`config.mk`:
```
export PLATFORM = sky130hd
export DESIGN_NAME = date_to_bcd_with_weekday
export DESIGN_NICKNAME = d
export VERILOG_FILES = /design/src/rtl/dtbw_pkg.sv /design/src/rtl/date_to_bcd_with_weekday.sv /design/src/rtl/dtbw_conv.sv
export SDC_FILE = /design/constraint.sdc
export NUM_CORES = 1
export LEC_CHECK = 0
export BUFFER_PORTS_ARGS = -buffer_cell sky130_fd_sc_hd__buf_2
export CORE_MARGIN = 2
export CORE_UTILIZATION = 50
export DETAILED_ROUTE_END_ITERATION = 10
export GPL_TIMING_DRIVEN = 0
export PLACE_DENSITY_LB_ADDON = 0.2
export SLEW_MARGIN = 25
export SYNTH_ARGS = -nofsm -noshare
export SYNTH_HDL_FRONTEND = slang
export SYNTH_HIERARCHICAL = 1
export SYNTH_SLANG_ARGS = --single-unit
```
`constraint.sdc`:
```
create_clock -name clk -period 24.2 [get_ports clk]
set_input_delay 7.26 -clock clk [delete_from_list [all_inputs] [get_ports clk]]
set_output_delay 7.26 -clock clk [all_outputs]
set_load 0.01 [all_outputs]
```
`src/rtl/dtbw_pkg.sv`:
```
// Shared types, constants and helper functions for the date to BCD converter.
package dtbw_pkg;

	localparam logic [11:0] YEAR_BASE = 12'd1980;
	localparam logic [11:0] YEAR_LAST = 12'd2079;
	localparam logic [7:0]  MONTH_FEB = 8'd2;
	localparam logic [7:0]  MONTH_APR = 8'd4;
	localparam logic [7:0]  MONTH_JUN = 8'd6;
	localparam logic [7:0]  MONTH_SEP = 8'd9;
	localparam logic [7:0]  MONTH_NOV = 8'd11;
	localparam logic [7:0]  MONTH_MAX = 8'd12;
	localparam logic [7:0]  DAY_MAX   = 8'd31;
	localparam logic [7:0]  FEB_LEAP  = 8'd29;
	localparam logic [7:0]  FEB_COMMON = 8'd28;
	localparam logic [31:0] BAD_WORD  = 32'hffff_ffff;

	// weekday offset of the first of each month, common and leap years
	localparam logic [2:0] MONTH_START_COMMON [12] =
		'{3'd0, 3'd3, 3'd3, 3'd6, 3'd1, 3'd4, 3'd6, 3'd2, 3'd5, 3'd0, 3'd3, 3'd5};
	localparam logic [2:0] MONTH_START_LEAP [12] =
		'{3'd0, 3'd3, 3'd4, 3'd0, 3'd2, 3'd5, 3'd0, 3'd3, 3'd6, 3'd1, 3'd4, 3'd6};
	// shift per four-year cycle (mod 7) and per year within the cycle
	localparam logic [2:0] CYCLE_SHIFT [7] =
		'{3'd2, 3'd0, 3'd5, 3'd3, 3'd1, 3'd6, 3'd4};
	localparam logic [2:0] PHASE_SHIFT [4] = '{3'd0, 3'd2, 3'd3, 3'd4};

	typedef struct packed {
		logic [11:0] full_year;
		logic [7:0]  month_number;
		logic [7:0]  day_number;
	} in_item_t;

	typedef struct packed {
		logic [31:0] packed_bcd_date;
		logic        date_invalid;
	} out_item_t;

	// x mod 7 for x below 56: three compare-and-subtract steps
	function automatic logic [2:0] mod7(input logic [5:0] x);
		logic [5:0] r;
		r = x;
		if (r >= 6'd28) begin
			r = r - 6'd28;
		end
		if (r >= 6'd14) begin
			r = r - 6'd14;
		end
		if (r >= 6'd7) begin
			r = r - 6'd7;
		end
		return r[2:0];
	endfunction

	// two BCD digits of v (0..99); tens by reciprocal multiply (exact below 179)
	function automatic logic [7:0] bcd2(input logic [6:0] v);
		logic [13:0] p;
		logic [3:0]  t;
		logic [6:0]  r;
		p = 14'(v) * 14'd103;
		t = p[13:10];
		r = v - ({3'b000, t} << 3) - ({3'b000, t} << 1);
		return {t, r[3:0]};
	endfunction

endpackage

```
`src/rtl/date_to_bcd_with_weekday.sv`:
```
// Top level: binary calendar date to packed BCD date with day of week.
//
// Input channel (item_valid / item_stall / item) carries a binary date:
// 12-bit full year, month and day. Output channel (result_valid /
// result_stall / result) carries the packed word and the invalid flag.
// A transfer takes place on a rising edge with valid high and stall low.
// Packed word: leap phase [31:28], weekday [27:24] (0 = Sunday), BCD year
// offset from 1980 [23:16], BCD month [15:8], BCD day [7:0]. Dates outside
// 1980..2079 or with a bad month or day give all ones and date_invalid = 1.
// Path: the date lands in the input register on its transfer edge; the
// result register loads from it whenever it is empty or the receiver does
// not stall. Throughput: one date per cycle unless the receiver stalls;
// the conversion is a single pass of small table lookups and narrow adds
// between the two registers.
// When the receiver stalls, the result register holds; the input register
// still takes one more date, after which item_stall rises until the result
// is taken. Reset empties both stages; no result is offered after reset.
module date_to_bcd_with_weekday (
	input  logic                clk,
	input  logic                arst_n,
	input  logic                item_valid,
	output logic                item_stall,
	input  dtbw_pkg::in_item_t  item,
	output logic                result_valid,
	input  logic                result_stall,
	output dtbw_pkg::out_item_t result
);
	import dtbw_pkg::*;

	logic      valid_s1;
	in_item_t  item_s1;
	logic      valid_s2;
	out_item_t result_s2;
	out_item_t conv_result;
	logic      advance;   // stage 1 may move into the result register
	logic      accept;

	assign advance    = !valid_s2 || !result_stall;
	assign item_stall = valid_s1 && !advance;
	assign accept     = item_valid && !item_stall;

	// stage 1: input register
	always_ff @(posedge clk or negedge arst_n) begin
		if (!arst_n) begin
			valid_s1 <= 1'b0;
		end else begin
			valid_s1 <= accept || (valid_s1 && !advance);
		end
	end

	always_ff @(posedge clk) begin
		if (accept) begin
			item_s1 <= item;
		end
	end

	dtbw_conv u_conv (
		.item   (item_s1),
		.result (conv_result)
	);

	// stage 2: result register, held while the receiver stalls
	always_ff @(posedge clk or negedge arst_n) begin
		if (!arst_n) begin
			valid_s2 <= 1'b0;
		end else if (advance) begin
			valid_s2 <= valid_s1;
		end
	end

	always_ff @(posedge clk) begin
		if (advance && valid_s1) begin
			result_s2 <= conv_result;
		end
	end

	assign result_valid = valid_s2;
	assign result       = result_s2;

	// an invalid result always carries the all-ones word
	a_bad_word: assert property (@(posedge clk) disable iff (!arst_n)
		result_valid && result.date_invalid |-> result.packed_bcd_date == BAD_WORD)
		else $error("invalid result without all-ones word");

	// a valid date has weekday 0..6 and leap phase 0..3
	a_fields: assert property (@(posedge clk) disable iff (!arst_n)
		result_valid && !result.date_invalid |->
			result.packed_bcd_date[27:24] <= 4'd6 && result.packed_bcd_date[31:30] == 2'b00)
		else $error("weekday or phase out of range");

	// input backpressure only while both stages are full and the output stalls
	a_stall_cause: assert property (@(posedge clk) disable iff (!arst_n)
		item_stall |-> valid_s1 && result_valid && result_stall)
		else $error("input stalled without a full pipeline");

	// a transfer in always fills stage 1 on the next cycle
	a_fill: assert property (@(posedge clk) disable iff (!arst_n)
		accept |=> valid_s1)
		else $error("accepted item lost");

	// stage 1 contents reach the output when the result register is free
	a_drain: assert property (@(posedge clk) disable iff (!arst_n)
		valid_s1 && advance |=> result_valid)
		else $error("stage 1 item not moved to result register");

endmodule

```
`src/rtl/dtbw_conv.sv`:
```
// Combinational date check, weekday and BCD packing for one item.
module dtbw_conv (
	input  dtbw_pkg::in_item_t  item,
	output dtbw_pkg::out_item_t result
);
	import dtbw_pkg::*;

	logic        year_ok, range_ok, len_ok;
	logic [11:0] year_diff;
	logic [6:0]  off;
	logic [1:0]  phase;
	logic [3:0]  month_idx;
	logic [4:0]  day_m1;
	logic [2:0]  cycle_idx;
	logic [2:0]  month_wd;
	logic [5:0]  wd_sum;
	logic [2:0]  wd;

	assign year_ok   = (item.full_year >= YEAR_BASE) && (item.full_year <= YEAR_LAST);
	assign range_ok  = year_ok
		&& (item.month_number != 8'd0) && (item.month_number <= MONTH_MAX)
		&& (item.day_number != 8'd0) && (item.day_number <= DAY_MAX);
	assign year_diff = item.full_year - YEAR_BASE;
	assign off       = year_ok ? year_diff[6:0] : 7'd0;
	assign phase     = off[1:0];

	always_comb begin
		len_ok = 1'b1;
		if (item.month_number == MONTH_FEB) begin
			len_ok = item.day_number <= ((phase != 2'd0) ? FEB_COMMON : FEB_LEAP);
		end else if (item.day_number == DAY_MAX && (item.month_number == MONTH_APR
				|| item.month_number == MONTH_JUN || item.month_number == MONTH_SEP
				|| item.month_number == MONTH_NOV)) begin
			len_ok = 1'b0;
		end
	end

	// indexes are only meaningful once the range checks pass
	assign month_idx = range_ok ? (item.month_number[3:0] - 4'd1) : 4'd0;
	assign day_m1    = item.day_number[4:0] - 5'd1;
	assign cycle_idx = mod7({1'b0, off[6:2]});
	assign month_wd  = (phase != 2'd0) ? MONTH_START_COMMON[month_idx]
	                                   : MONTH_START_LEAP[month_idx];
	assign wd_sum    = 6'(month_wd) + 6'(CYCLE_SHIFT[cycle_idx])
		+ 6'(PHASE_SHIFT[phase]) + 6'(day_m1);
	assign wd        = mod7(wd_sum);

	always_comb begin
		if (range_ok && len_ok) begin
			result.packed_bcd_date = {2'b00, phase, 1'b0, wd, bcd2(off),
				bcd2(item.month_number[6:0]), bcd2(item.day_number[6:0])};
			result.date_invalid    = 1'b0;
		end else begin
			result.packed_bcd_date = BAD_WORD;
			result.date_invalid    = 1'b1;
		end
	end

endmodule
```
==> metrics <==
Clock Root Buffer clkbuf_16; clk_lat worst skew 0.34 ns; total die area 14600 sq um; WS Path Type in -> out; Leak 3.77 nW; prevailing post-synth register cell edfxtp_1; Final Skew 0.00829 ns; P per Cell Area between 50 and 60 nW/um^2; H-Tree Depth 3; antenna viol nets, final 0; peak supply drop 42.9 uV; final instance area 7790 sq um; Power Total 454 uW; #FFs+latches synth 63; crit path launch type primary input; Port Buffers 66; starting density of the core about half; nets 963; Synth Cell Area a little under 7000 sq um; Slew Viols, Final 0; cell taking the most area after synthesis ha_1; Resized cells post-CTS 0; # hold bufs at CTS 0; Wirelength per Cell 13.7 um; status complete, no violations; Slew @ Worst Pin 0.703 ns; asr flop ratio synth 3.17%; vias just under 5000; vias in the first global route 4886; CTS buffer count 9; Hold Path Class reg -> reg; GP Congestion 0.873; drt first pass iters 6; top post-synthesis cells by area ha_1 (29%), edfxtp_1 (27%), fa_1 (8.8%); first-pass GRT wire length 21900 um; clk buf depth 2; met3 wire length 404 um; DR vias/cell 5.20; area grow syn2layout 13.8%; FF-to-FF path depth 38; top-area cell type share of the netlist area 29.1%; RSZ-0062 raised after global routing false; Slew HR a little over half; Hold Vio Cnt, Final 0; Avg Inst Size Synth 10.3 sq um; setup_tns 0 ns; Clock transition at path regs 0.05 ns; DP Area around 7400 sq um; max layer used met4; Syn Inst Count 664; Critical Path Fanout Max 3; WL met1 5850 um; initial antenna violation count 0; final worst-path cycle share 61.6%; gr usage total 18.8%; Routed WL 12600 um; fillcell total roughly 1100; post-synthesis sequential area ratio 27.5%; required time of the critical path 16.94 ns; Post-Route Utilization 58.6%; hold depth 1; Fmax 67.0 MHz; Yosys cell types 60; clk sinks 63; n_diodes 0; most frequent cell after synthesis ha_1; top cells by count, synth ha_1 (159), inv_1 (122), edfxtp_1 (61); height of the die 121 um; max cap viols 0; row cnt 42; post-DP HPWL about 11000 um; YS warnings 6; fin crit period 14.92 ns; I/O pin count 67; EDFF count, synth 61; CP endpoint kind output pin; Post-route DRC 0; maximum number of pins on one net before global-route repair 29; CTS tree done; number of DRC markers in iteration 0 257; Die Span X 121 um; # setup viols final 0; post-CTS setup buffer count 0; Core Area 13300 sq um; share of layout cells above drive strength 1 15.4%; grt ovf 0; routed wl met2 roughly 6000 um; Worst EP arrival 7.66 ns; syn_nets 885
## cell type report
type                            instances  area (sq um)  area share, %
Buffer                                  8          52.6          0.675
Clock buffer                           10           239           3.07
Clock inverter                          6           116           1.49
Inverter                              122           458           5.88
Multi-Input combinational cell        471          4460           57.3
Sequential cell                        63          1880           24.2
Tap cell                              176           220           2.83
Timing Repair Buffer                   67           358           4.60
## per-layer routing
layer | global-route usage [%] | up-vias
met5 | 0 | -
met4 | 7.19 | 0
met3 | 3.05 | 18
met2 | 31.6 | 83
met1 | 24.2 | 2262
li1 | - | 2438
## report_power, final
part / switching [mW] / total (mW) / internal [mW]
logic: 0.0959 / 0.175 / 0.0787
registers: 0.00407 / 0.128 / 0.124
clock network: 0.0471 / 0.151 / 0.104
total: 0.147 / 0.454 / 0.307
## placed cells by master, fill, tap and decap left out, types with 8 or more instances in the layout
cell and instances:
nand3_1 9, xor2_1 17, nand2_1 55, nor2_1 13
o21ai_0 19, edfxtp_1 61, mux2i_1 8, inv_1 122
nand2b_1 9, a21o_1 8, buf_2 66, xnor2_1 30
a21oi_1 31, ha_1 159, a31oi_1 8, clkbuf_16 9
fa_1 30
## metrics by stage
| stage | worst slack (ns) | hold WS [ns] | std cells |
|---|---|---|---|
| after floorplan | 9.52 | 0.467 | 664 |
| final | 9.28 | 0.520 | 923 |
| after global routing | 9.24 | 0.563 | 923 |
| after global placement | 9.33 | 0.476 | 906 |
| after CTS | 9.28 | 0.523 | 923 |
| after detailed placement | 9.29 | 0.509 | 907 |
## worst max-delay path, stage by stage
cell,delay (ns)
buf_2,0.13
nand3_2,0.09
inv_1,0.06
buf_2,0.12
## logic make-up after synthesis
| group | Yosys count | synth area share [%] |
|---|---|---|
| adder cells (fa/ha/maj) | 189 | 37.9 |
| buffers and inverters | 130 | 7.46 |
| AND/OR/NAND/NOR | 114 | 8.23 |
| flip-flops | 63 | 27.5 |
| AO/OA/AOI/OAI | 108 | 10.7 |
| multiplexers | 13 | 2.23 |
| XOR/XNOR | 47 | 6.02 |
## final timing paths
path | startpoint | end | slack [ns]
setup / recovery | result_stall | item_stall | 9.28
hold / removal | valid_s1$_DFF_PN0_ | result_valid$_DFFE_PN0P_ | 0.52
setup reg to reg | item_s1[18]$_DFFE_PP_ | result[26]$_DFFE_PP_ | 14.09
hold reg to reg | valid_s1$_DFF_PN0_ | result_valid$_DFFE_PN0P_ | 0.52
max in group asynchronous | arst_n | result_valid$_DFFE_PN0P_ | 17.40
min in group asynchronous | arst_n | valid_s1$_DFF_PN0_ | 6.70
## state kept, by name, indices dropped and copies added, names as in the netlist
signal        flops
valid_s1          1
result_valid      1
item_s1          28
result           33
Power figures use the tool's default switching activity.
